--- config.mk ---
export PLATFORM = sky130hd
export DESIGN_NAME = half_duplex_soft_uart_top
export DESIGN_NICKNAME = d
export VERILOG_FILES = /design/src/hdsu_pkg.sv /design/src/half_duplex_soft_uart_top.sv /design/src/hdsu_core.sv
export SDC_FILE = /design/constraint.sdc
export NUM_CORES = 1
export LEC_CHECK = 0
export BUFFER_PORTS_ARGS = -buffer_cell sky130_fd_sc_hd__buf_2
export CAP_MARGIN = 10
export CORE_ASPECT_RATIO = 0.5
export CORE_MARGIN = 4
export CORE_UTILIZATION = 35
export DETAILED_ROUTE_END_ITERATION = 8
export SYNTH_ARGS = -nofsm -noshare
export SYNTH_HDL_FRONTEND = slang
export SYNTH_HIERARCHICAL = 1
export SYNTH_SLANG_ARGS = --single-unit
--- constraint.sdc ---
create_clock -name clk -period 6.2 [get_ports clk]
set_input_delay 0 -clock clk [delete_from_list [all_inputs] [get_ports clk]]
set_output_delay 0 -clock clk [all_outputs]
set_load 0.02 [all_outputs]
--- src/hdsu_pkg.sv ---
// ----------------------------------------------------------------------------
// hdsu_pkg
// Types and constants shared by the half-duplex soft UART modules.
// ----------------------------------------------------------------------------
`default_nettype none

package hdsu_pkg;

	localparam int unsigned CFG_ADDR_W = 1;

	localparam logic [CFG_ADDR_W-1:0] REG_BIT_TICKS   = 1'd0;
	localparam logic [CFG_ADDR_W-1:0] REG_START_DELAY = 1'd1;

	localparam logic [7:0] BIT_TICKS_RST   = 8'd24;
	localparam logic [7:0] START_DELAY_RST = 8'd12;

	typedef struct packed {
		logic       rx_pin;
		logic       send_req;
		logic [7:0] send_byte;
		logic       take_byte;
	} in_item_t;

	typedef struct packed {
		logic       tx_pin;
		logic       tx_ready;
		logic       byte_available;
		logic [7:0] rx_byte;
	} out_item_t;

	typedef struct packed {
		logic [7:0] bit_ticks;
		logic [7:0] start_delay_ticks;
	} cfg_t;

endpackage

`default_nettype wire

--- src/half_duplex_soft_uart_top.sv ---
// ----------------------------------------------------------------------------
// half_duplex_soft_uart_top
// 8N1 half-duplex UART advanced by one timer tick per input transfer.
//
//  channel | signals                       | direction | role
//  in      | in_valid, in_stall, in_data   | in        | one tick per transfer
//  out     | out_valid, out_stall, out_data| out       | one result per tick
//  cfg     | cfg_valid, cfg_ready, cfg_addr, cfg_data | in | register write
//
// One tick per clock while out_stall is low, via the input and result
// registers. The state machine steps when the input register moves into
// the result register. Reset clears valids, state and config to defaults.
// in_stall rises only while both registers hold items and out_stall is high.
// ----------------------------------------------------------------------------
`default_nettype none

module half_duplex_soft_uart_top
	import hdsu_pkg::*;
(
	input  wire logic                  clk,
	input  wire logic                  arst_n,
	input  wire logic                  in_valid,
	output logic                       in_stall,
	input  wire in_item_t              in_data,
	output logic                       out_valid,
	input  wire logic                  out_stall,
	output out_item_t                  out_data,
	input  wire logic                  cfg_valid,
	output logic                       cfg_ready,
	input  wire logic [CFG_ADDR_W-1:0] cfg_addr,
	input  wire logic [7:0]            cfg_data
);

	logic      valid_s1;
	in_item_t  item_s1;
	logic      out_valid_q;
	out_item_t out_data_q;
	cfg_t      cfg_q;
	out_item_t res;
	logic      out_free;
	logic      step;

	assign out_free  = !out_valid_q || !out_stall;
	assign step      = valid_s1 && out_free;
	assign in_stall  = valid_s1 && !out_free;
	assign cfg_ready = 1'b1;
	assign out_valid = out_valid_q;
	assign out_data  = out_data_q;

	always_ff @(posedge clk or negedge arst_n) begin
		if (!arst_n) begin
			cfg_q.bit_ticks         <= BIT_TICKS_RST;
			cfg_q.start_delay_ticks <= START_DELAY_RST;
		end else if (cfg_valid && cfg_ready) begin
			if (cfg_addr == REG_BIT_TICKS) begin
				cfg_q.bit_ticks <= cfg_data;
			end
			if (cfg_addr == REG_START_DELAY) begin
				cfg_q.start_delay_ticks <= cfg_data;
			end
		end
	end

	always_ff @(posedge clk or negedge arst_n) begin
		if (!arst_n) begin
			valid_s1    <= 1'b0;
			out_valid_q <= 1'b0;
		end else begin
			if (!in_stall) begin
				valid_s1 <= in_valid;
			end
			if (out_free) begin
				out_valid_q <= valid_s1;
			end
		end
	end

	always_ff @(posedge clk) begin
		if (in_valid && !in_stall) begin
			item_s1 <= in_data;
		end
		if (step) begin
			out_data_q <= res;
		end
	end

	hdsu_core u_core (
		.clk    (clk),
		.arst_n (arst_n),
		.step   (step),
		.item   (item_s1),
		.cfg    (cfg_q),
		.res    (res)
	);

	a_no_drop: assert property (@(posedge clk) disable iff (!arst_n)
		(out_valid_q && out_stall) |=> (out_valid_q && $stable(out_data_q)))
		else $error("stalled result lost or changed");

	a_stall_cause: assert property (@(posedge clk) disable iff (!arst_n)
		in_stall |-> (valid_s1 && out_valid_q && out_stall))
		else $error("input stalled without a full pipeline");

	a_result_follows: assert property (@(posedge clk) disable iff (!arst_n)
		step |=> out_valid_q)
		else $error("step without a result");

endmodule

`default_nettype wire

--- src/hdsu_core.sv ---
// ----------------------------------------------------------------------------
// hdsu_core
// Tick-driven transmit/receive state machine; advances one tick per step.
// ----------------------------------------------------------------------------
`default_nettype none

module hdsu_core
	import hdsu_pkg::*;
(
	input  wire logic      clk,
	input  wire logic      arst_n,
	input  wire logic      step,
	input  wire in_item_t  item,
	input  wire cfg_t      cfg,
	output out_item_t      res
);

	typedef enum logic [3:0] {
		PH_IDLE,
		PH_TX_START,
		PH_TX_BITS,
		PH_TX_LAST,
		PH_TX_STOP,
		PH_RX_DELAY,
		PH_RX_BITS,
		PH_RX_LAST,
		PH_RX_STOP
	} phase_t;

	phase_t     phase_q,    phase_d;
	logic [7:0] elapsed_q,  elapsed_d;
	logic [7:0] tx_shift_q, tx_shift_d;
	logic [2:0] tx_count_q, tx_count_d;
	logic [7:0] rx_shift_q, rx_shift_d;
	logic [2:0] rx_count_q, rx_count_d;
	logic       tx_pend_q,  tx_pend_d;
	logic       rx_flag_q,  rx_flag_d;
	logic       tx_level_q, tx_level_d;
	logic       bit_due;
	logic [7:0] rx_sampled;

	always_comb begin
		phase_d    = phase_q;
		elapsed_d  = (elapsed_q != 8'hFF) ? elapsed_q + 8'd1 : elapsed_q;
		tx_shift_d = tx_shift_q;
		tx_count_d = tx_count_q;
		rx_shift_d = rx_shift_q;
		rx_count_d = rx_count_q;
		tx_pend_d  = tx_pend_q;
		rx_flag_d  = rx_flag_q;
		tx_level_d = tx_level_q;

		if (item.send_req && !tx_pend_q) begin
			tx_pend_d  = 1'b1;
			tx_shift_d = item.send_byte;
		end
		if (item.take_byte) begin
			rx_flag_d = 1'b0;
		end

		bit_due    = elapsed_d >= cfg.bit_ticks;
		rx_sampled = {item.rx_pin, rx_shift_q[6:0]};

		case (phase_q)
			PH_IDLE: begin
				if (tx_pend_d) begin
					tx_level_d = 1'b0;
					elapsed_d  = '0;
					phase_d    = PH_TX_START;
				end else if (!item.rx_pin) begin
					rx_shift_d = '0;
					rx_count_d = '0;
					elapsed_d  = '0;
					phase_d    = PH_RX_DELAY;
				end
			end
			PH_TX_START: begin
				if (bit_due) begin
					tx_count_d = '0;
					tx_level_d = tx_shift_d[0];
					tx_shift_d = {1'b0, tx_shift_d[7:1]};
					elapsed_d  = '0;
					phase_d    = PH_TX_BITS;
				end
			end
			PH_TX_BITS: begin
				if (tx_count_q != 3'd7) begin
					if (bit_due) begin
						elapsed_d  = '0;
						tx_level_d = tx_shift_d[0];
						tx_shift_d = {1'b0, tx_shift_d[7:1]};
						tx_count_d = tx_count_q + 3'd1;
					end
				end else begin
					phase_d = PH_TX_LAST;
				end
			end
			PH_TX_LAST: begin
				if (bit_due) begin
					elapsed_d  = '0;
					tx_level_d = 1'b1;
					phase_d    = PH_TX_STOP;
				end
			end
			PH_TX_STOP: begin
				if (bit_due) begin
					tx_pend_d = 1'b0;
					phase_d   = PH_IDLE;
				end
			end
			PH_RX_DELAY: begin
				if (elapsed_d >= cfg.start_delay_ticks) begin
					elapsed_d = '0;
					phase_d   = PH_RX_BITS;
				end
			end
			PH_RX_BITS: begin
				if (rx_count_q != 3'd7) begin
					if (bit_due) begin
						elapsed_d  = '0;
						rx_shift_d = {1'b0, rx_sampled[7:1]};
						rx_count_d = rx_count_q + 3'd1;
					end
				end else begin
					phase_d = PH_RX_LAST;
				end
			end
			PH_RX_LAST: begin
				if (bit_due) begin
					elapsed_d  = '0;
					rx_shift_d = rx_sampled;
					phase_d    = PH_RX_STOP;
				end
			end
			PH_RX_STOP: begin
				if (bit_due) begin
					rx_flag_d = 1'b1;
					phase_d   = PH_IDLE;
				end
			end
			default: begin
				phase_d = PH_IDLE;
			end
		endcase

		res.tx_pin         = tx_level_d;
		res.tx_ready       = !tx_pend_d;
		res.byte_available = rx_flag_q;
		res.rx_byte        = rx_shift_d;
	end

	always_ff @(posedge clk or negedge arst_n) begin
		if (!arst_n) begin
			phase_q    <= PH_IDLE;
			elapsed_q  <= '0;
			tx_shift_q <= '0;
			tx_count_q <= '0;
			rx_shift_q <= '0;
			rx_count_q <= '0;
			tx_pend_q  <= 1'b0;
			rx_flag_q  <= 1'b0;
			tx_level_q <= 1'b1;
		end else if (step) begin
			phase_q    <= phase_d;
			elapsed_q  <= elapsed_d;
			tx_shift_q <= tx_shift_d;
			tx_count_q <= tx_count_d;
			rx_shift_q <= rx_shift_d;
			rx_count_q <= rx_count_d;
			tx_pend_q  <= tx_pend_d;
			rx_flag_q  <= rx_flag_d;
			tx_level_q <= tx_level_d;
		end
	end

	// a frame in flight always has its send pending
	a_tx_pending: assert property (@(posedge clk) disable iff (!arst_n)
		(phase_q == PH_TX_START || phase_q == PH_TX_BITS ||
		 phase_q == PH_TX_LAST || phase_q == PH_TX_STOP) |-> tx_pend_q)
		else $error("transmit phase without pending send");

	a_start_bit_low: assert property (@(posedge clk) disable iff (!arst_n)
		(phase_q == PH_TX_START) |-> !tx_level_q)
		else $error("start bit not driven low");

	a_rx_line_idle: assert property (@(posedge clk) disable iff (!arst_n)
		(phase_q == PH_RX_DELAY || phase_q == PH_RX_BITS ||
		 phase_q == PH_RX_LAST || phase_q == PH_RX_STOP) |-> tx_level_q)
		else $error("tx line not idle during reception");

	a_flag_source: assert property (@(posedge clk) disable iff (!arst_n)
		$rose(rx_flag_q) |-> $past(phase_q == PH_RX_STOP && step))
		else $error("byte flag raised outside stop phase");

endmodule

`default_nettype wire

# Yosys cells after proc, flatten, opt, wreduce, memory -nomap -nowiden
# Cells that the tools add are included.
# word_totals
reg_bits	77
wordCells	121
inputBits	25
out_inout_bits	14
# classes
add_sub_neg	3
reduce_logical	21
n_mux	48
n_lt_le_gt_ge	2
bitwise_logic	1
eq_ne	25
# op_table
operator	count
8-bit 2-to-1 mux	15
8-bit one-hot mux with 5 select lines	1
4-bit 2-to-1 mux	9
4-bit one-hot mux with 8 select lines	1
8-bit one-hot mux with 3 select lines	1
3-bit 2-to-1 mux	7
2-bit by 1-bit != test with 1-bit output (second input constant)	9
4-bit by 3-bit equality test with 1-bit output (second input constant)	4
8-bit greater-or-equal comparator	2
8-bit one-hot mux with 2 select lines	1
3-bit one-hot mux with 2 select lines	2
1-bit 2-to-1 mux	10
3-bit != test (second input constant)	3
9-bit AND reduction	1
8-bit by 1-bit adder with 8-bit output (second input constant)	1
4-bit by 2-bit equality test with 1-bit output (second input constant)	2
2-bit != test (second input constant)	4
8-bit != test (second input constant)	1
3-bit by 1-bit adder with 3-bit output (second input constant)	2
1-bit zero test	6
6-bit AND reduction	1
5-bit AND reduction	1
4-bit by 1-bit equality test with 1-bit output (second input constant)	1
4-bit equality test (second input constant)	1
other kinds (9)	14

# Longest topological paths before layout
# depth
ltp_word	6
ltp_mapped	16
mapped_depth_nobuf	13

# Hierarchy
# The synthesis kept the hierarchy.
# modules_own_cells
mod	n_inst	seq_area_each_um2	area_each_um2	cells_each
hdsu_core	1	927.1	2788.9	325
half_duplex_soft_uart_top	1	1116.1	1377.6	67

# Worst setup path after synthesis
# OpenSTA, ideal clock, no wires.
# synth_path
kind	register -> register
from	reg u_core.elapsed_q[3]
to	reg u_core.tx_count_q[0]
t_arrival_ns	3.426
path_stages_with_launch	15
n_path_buf	4
required_time_ns	6.075
setup_slack_ns	2.649
cell_sequence	dfrtp_1 clkbuf_1 nand4_1 or2_2 clkbuf_1 mux2_2 ha_1 and3_1 o21ai_1 a311o_1 and2_1 buf_6 or3_1 buf_6 mux2_4
# synth_via
elab_chain_cells	5
elab_cells_between_ends	7
cone_classes	1 x add/sub; 1 x order compare; 3 x eq/ne; 1 x mux; 1 x reduce/logical
# synth_rtl
item	line	text
start, declared	hdsu_core.sv:31	logic [7:0] elapsed_q, elapsed_d;
start signal, assigned	hdsu_core.sv:165	elapsed_q <= elapsed_d;
8-bit by 1-bit adder with 8-bit output or 8-bit != test (tied branches)	hdsu_core.sv:44	elapsed_d = (elapsed_q != 8'hFF) ? elapsed_q + 8'd1 : elapsed_q;
8-bit 2-to-1 mux (*)	hdsu_core.sv:44	
8-bit greater-or-equal comparator (*)	hdsu_core.sv:61	bit_due = elapsed_d >= cfg.bit_ticks;
2-bit by 1-bit != test with 1-bit output (no source line)	--	
5-bit AND reduction (no source line) (*)	--	
end signal, assigned	hdsu_core.sv:167	tx_count_q <= tx_count_d;
end, declared	hdsu_core.sv:33	logic [2:0] tx_count_q, tx_count_d;
# Mark *: on every way between the ends. The rest lies on a longest branch, timed or not.
# A chain may end at the register's enable or synchronous reset.

# Worst setup path in the final report
# layout_path
from	reg u_core.elapsed_q[0]
to	reg u_core.tx_count_q[0]
# The elaborated chain is that of the path after synthesis.

==> impl.org <==
** STA
- Crit path setup slack, layout :: 2336 ps
- Smallest hold slack :: 66.99 ps
- Hold Violations, Final :: 0
- Headroom to the max-slew limit came out at 0.3083.
- Derived from the worst setup path, the maximum achievable clock frequency is 258.8 MHz.
- At the pin with the least slew margin, the transition time is 1038 ps.
- Setup violations remaining at the end of the flow were counted as 0.
- Of the available clock period, the critical path in the final layout requires 0.6232.
- Setup repair after global routing left no endpoint under its margin.
- Max Transition Viols Final :: 0
- The worst path in the final design needs a cycle of 3864 ps, including I/O delays and setup.
- Largest clock skew in the final design :: 6.281 ps
- Setup total negative slack on the finished layout was measured at 0 ps.

** Yosys
- Adder and majority cell fraction of the synthesized area :: 0.06306
- Of the post-synthesis cell area, the part taken by muxes is 0.09850.
- The synthesized design contains 22 enable-type register cells.
- Predominant post-synthesis flop cell :: sky130_fd_sc_hd__dfrtp_1
- Share of synthesized registers carrying an async set or reset :: 0.7143
- Synth Net Count :: 438
- Of the total synthesized cell area, the portion taken by XOR and XNOR cells is 0.01682.
- Synthesized-area fraction occupied by and/or/nand/nor cells :: 0.1261
- After synthesis, the mean cell area works out to 10.63 sq um.
- For this run, the register share of the synthesized area comes to 0.4904.
- Summing every instance area after synthesis gives 0.004166 sq mm.
- By area, the combinational part of the netlist is dominated by compound AO/OA/AOI/OAI gates.
- Post-synth cell types :: 64
- The compound-cell area share of the yosys netlist is 0.1526.
- Yosys printed 6 warnings.
- Flip-flop and latch count after synthesis :: 77
- Count of mapped cells out of synthesis :: 392

** Power and ir drop
- Combinational share of power :: 0.307
- Maximum vdd drop :: 0.1298 mV
- The internal power of the cells totals 1165 uW.
- For this design the static power due to leakage is 0.002242 uW.
- Net switching power of the design :: 599.8 uW
- Register share of total power :: 0.404
- Switching power as a share of total power :: 0.3398
- The share of total power dissipated in the clock network is 0.289.
- PD cells :: 353.4 mW/mm^2

** Clocking
- Post CTS Setup Buffer Count :: 0
- TritonCTS built the clock tree.
- Clock sink count :: 77
- Clock tree synthesis inserted a total of 9 buffers.
- For this design, the CTS-stage hold fixing added 22 buffers.
- Max Root-Sink Buffers :: 2
- Buffer cell driving the clock tree root :: sky130_fd_sc_hd__clkbuf_16
- H-tree levels :: 3
- Clock-pin slew was measured on the worst setup and hold paths at 60 ps.
- Once the clock tree was built, the resizer swapped 0 gates to a different size.
- Clock latency of the later-clocked register in the worst-skew pair :: 330 ps

** Global route
- Total routing resource utilization after global routing :: 0.1296
- The via count of the first global-routing pass came to 2971.
- The number of antenna violations at the first check in global routing was 0.
- Entering global routing, the biggest net connects 56 pins.
- First-pass GRT wire length :: 14.41 mm
- Global routing finished with a remaining overflow of 0.

** Routing
- After detailed routing, the number of vias per cell comes to 4.954.
- The first detailed-routing pass took 4 iterations.
- Initial DRC Count :: 258
- In the routed design, unresolved DRC markers number 0.
- The detail route stage leaves a number of antenna-violating nets equal to 0.
- Dividing the detail-routed wire length by the instance count gives 13.80 microns.
- The final route contains 3022 vias.
- Final WL :: 8.417 mm

** Hold path
- Along the worst hold path, the cell count comes to 3.
- The worst hold path belongs to the class in2reg.

** Finish
- Number of nets in the layout :: 492
- The area growth from synthesis to layout is 19.88%.
- Finished Cell Area :: 0.004995 sq mm
- Count of non-filler cells in the finished layout :: 610
- 0 antenna diodes ended up in the layout.
- The layout has 1058 filler cells.
- In the final layout, the share of cells above drive strength 1 is 0.2018.

** Die
- The initial utilization of the core area, before any placement, comes to 0.3682.
- Area of the core :: 0.01132 sq mm
- In this run the horizontal extent of the chip is 162.3 microns.
- Io pins :: 39
- Die footprint :: 0.01382 sq mm
- Vertical die dimension :: 85.15 microns
- # rows :: 27

** Worst setup path
- The worst setup path is launched from a flip-flop.
- Data arrives at the worst endpoint at 4080 ps.
- For the worst flop-to-flop path, the logic depth is 13.
- Crit Reg-Reg Startpoint :: u_core/elapsed_q[0]
- The most critical setup path has its startpoint at u_core/elapsed_q[0].
- In this run the worst path has a maximum fanout of 10.
- Setup crit end kind :: flip-flop
- The worst register-to-register path has a setup slack of 2340 ps.
- The setup path with the least slack is of type reg2reg.
- Following the worst setup path forward leads to its endpoint at u_core/tx_count_q[0].
- In this run the critical register-to-register path is captured at u_core/tx_count_q[0].
- Worst path required time :: 6420 ps

** Placement
- The placed instances occupy a cell area of 0.004482 sq mm.
- Pre-CTS setup slack :: 2352 ps
- Placed Cells :: 572
- DP Wirelength :: 5.828 mm
- At the end of routability-driven placement, the weighted congestion stood at 0.8344.
- The count of buffers added on input and output ports is 37.

** Outcome
- Result of the run :: complete, no violations

** Job
- Total of max-cap violations :: 0
[synthesized netlist by cell type (all sizes together) (3+ instances only)]
cell type / number / share of area
a2111oi: 3 / 0.011
a211oi: 4 / 0.0072
a21o: 3 / 0.0054
a21oi: 21 / 0.026
a31oi: 9 / 0.014
and2: 5 / 0.0075
buf: 10 / 0.017
clkbuf: 9 / 0.0081
dfrtp: 50 / 0.30
dfstp: 5 / 0.032
edfxtp: 22 / 0.16
ha: 21 / 0.063
inv: 30 / 0.027
mux2: 21 / 0.058
mux2i: 17 / 0.041
nand2: 36 / 0.033
nand2b: 9 / 0.015
nand3: 10 / 0.012
nand4: 6 / 0.0090
nor2: 25 / 0.023
nor2b: 5 / 0.0093
nor3: 5 / 0.0060
o211ai: 9 / 0.016
o21ai: 15 / 0.018
o311ai: 3 / 0.0063
xnor2: 3 / 0.0063
xor2: 5 / 0.011
[power groups by stage]
stage	sequential (uW)	combinational, uW	clock [uW]
after floorplan	697	421	0
after global placement	720	528	0
after detailed placement	721	531	0
after CTS	712	546	529
after global routing	728	624	554
final	713	542	511
[logic make-up (layout without fill, tap and decap cells)]
| family | Yosys count | after routing |
|---|---|---|
| XOR/XNOR | 8 | 8 |
| buffers and inverters | 49 | 108 |
| AO/OA/AOI/OAI | 90 | 90 |
| flip-flops | 77 | 77 |
| AND/OR/NAND/NOR | 108 | 108 |
| other | 1 | 1 |
| multiplexers | 38 | 38 |
| adder cells (fa/ha/maj) | 21 | 21 |
[state kept, by name (all words and copies together) (netlist names)]
register           cells
u_core/tx_shift_q      8
u_core/tx_level_q      1
u_core/rx_shift_q      8
u_core/phase_q         4
item_s1               11
u_core/rx_flag_q       1
out_valid              1
valid_s1               1
u_core/elapsed_q       8
u_core/tx_pend_q       1
u_core/tx_count_q      3
u_core/rx_count_q      3
cfg_q                 16
out_data              11
[metrics by stage]
| step | utilization | power [uW] |
|---|---|---|
| global placement | 0.3960 | 1247 |
| finish | 0.4413 | 1765 |
| detailed placement | 0.3960 | 1252 |
| global route | 0.4413 | 1906 |
| floorplan | - | 1118 |
| CTS | 0.4413 | 1787 |
[how the worst min path moves through the flow]
stage / start / end / slack, ps
after floorplan: arst_n / cfg_q[0] / -300
after global placement: in_data[8] / item_s1[8] / 180
after detailed placement: in_data[7] / item_s1[7] / 180
after CTS: cfg_valid / cfg_q[12] / 60
after global routing: cfg_valid / cfg_q[13] / 80
final: cfg_valid / cfg_q[12] / 70
[area by class of cell]
cell class / count / area, sq um / area share
flip-flops and latches: 77 / 2043 / 0.4091
multi-input cells: 266 / 1919 / 0.3843
repair buffers: 62 / 427.9 / 0.08567
clock buffers: 10 / 229.0 / 0.04584
well taps: 159 / 198.9 / 0.03983
inverters: 30 / 112.6 / 0.02255
clock inverters: 6 / 63.81 / 0.01278
[layer usage]
metal | up-vias | GRT usage | part of all wire
met5 | - | 0 | 0
met4 | 0 | 0.03914 | 0.0093
met3 | 6 | 0.03736 | 0.047
met2 | 56 | 0.2012 | 0.45
met1 | 1432 | 0.1764 | 0.50
li1 | 1528 | - | -
[cells in the final DEF, fill, tap and decap left out, types with 10 or more instances in the layout]
master and n:
sky130_fd_sc_hd__ha_1 21, sky130_fd_sc_hd__nor2_1 25, sky130_fd_sc_hd__a21oi_1 20, sky130_fd_sc_hd__nand3_1 10
sky130_fd_sc_hd__nand2_1 35, sky130_fd_sc_hd__mux2i_1 17, sky130_fd_sc_hd__edfxtp_1 22, sky130_fd_sc_hd__dlygate4sd3_1 22
sky130_fd_sc_hd__o21ai_0 14, sky130_fd_sc_hd__inv_1 30, sky130_fd_sc_hd__mux2_2 20, sky130_fd_sc_hd__buf_2 37
sky130_fd_sc_hd__dfrtp_1 50
[critical path, cell delays in order (launching register included)]
cell and delay, ps:
sky130_fd_sc_hd__dfrtp_1 420, sky130_fd_sc_hd__ha_1 280, sky130_fd_sc_hd__nand3_1 80, sky130_fd_sc_hd__or2_2 170, sky130_fd_sc_hd__nor2b_1 300, sky130_fd_sc_hd__nand3_1 130
sky130_fd_sc_hd__xnor2_1 210, sky130_fd_sc_hd__ha_1 290, sky130_fd_sc_hd__a21oi_1 160, sky130_fd_sc_hd__nor2_1 60, sky130_fd_sc_hd__a211oi_1 490, sky130_fd_sc_hd__and2_1 500
sky130_fd_sc_hd__or3_1 340, sky130_fd_sc_hd__mux2_4 320
(Power assumes the default switching activity.)
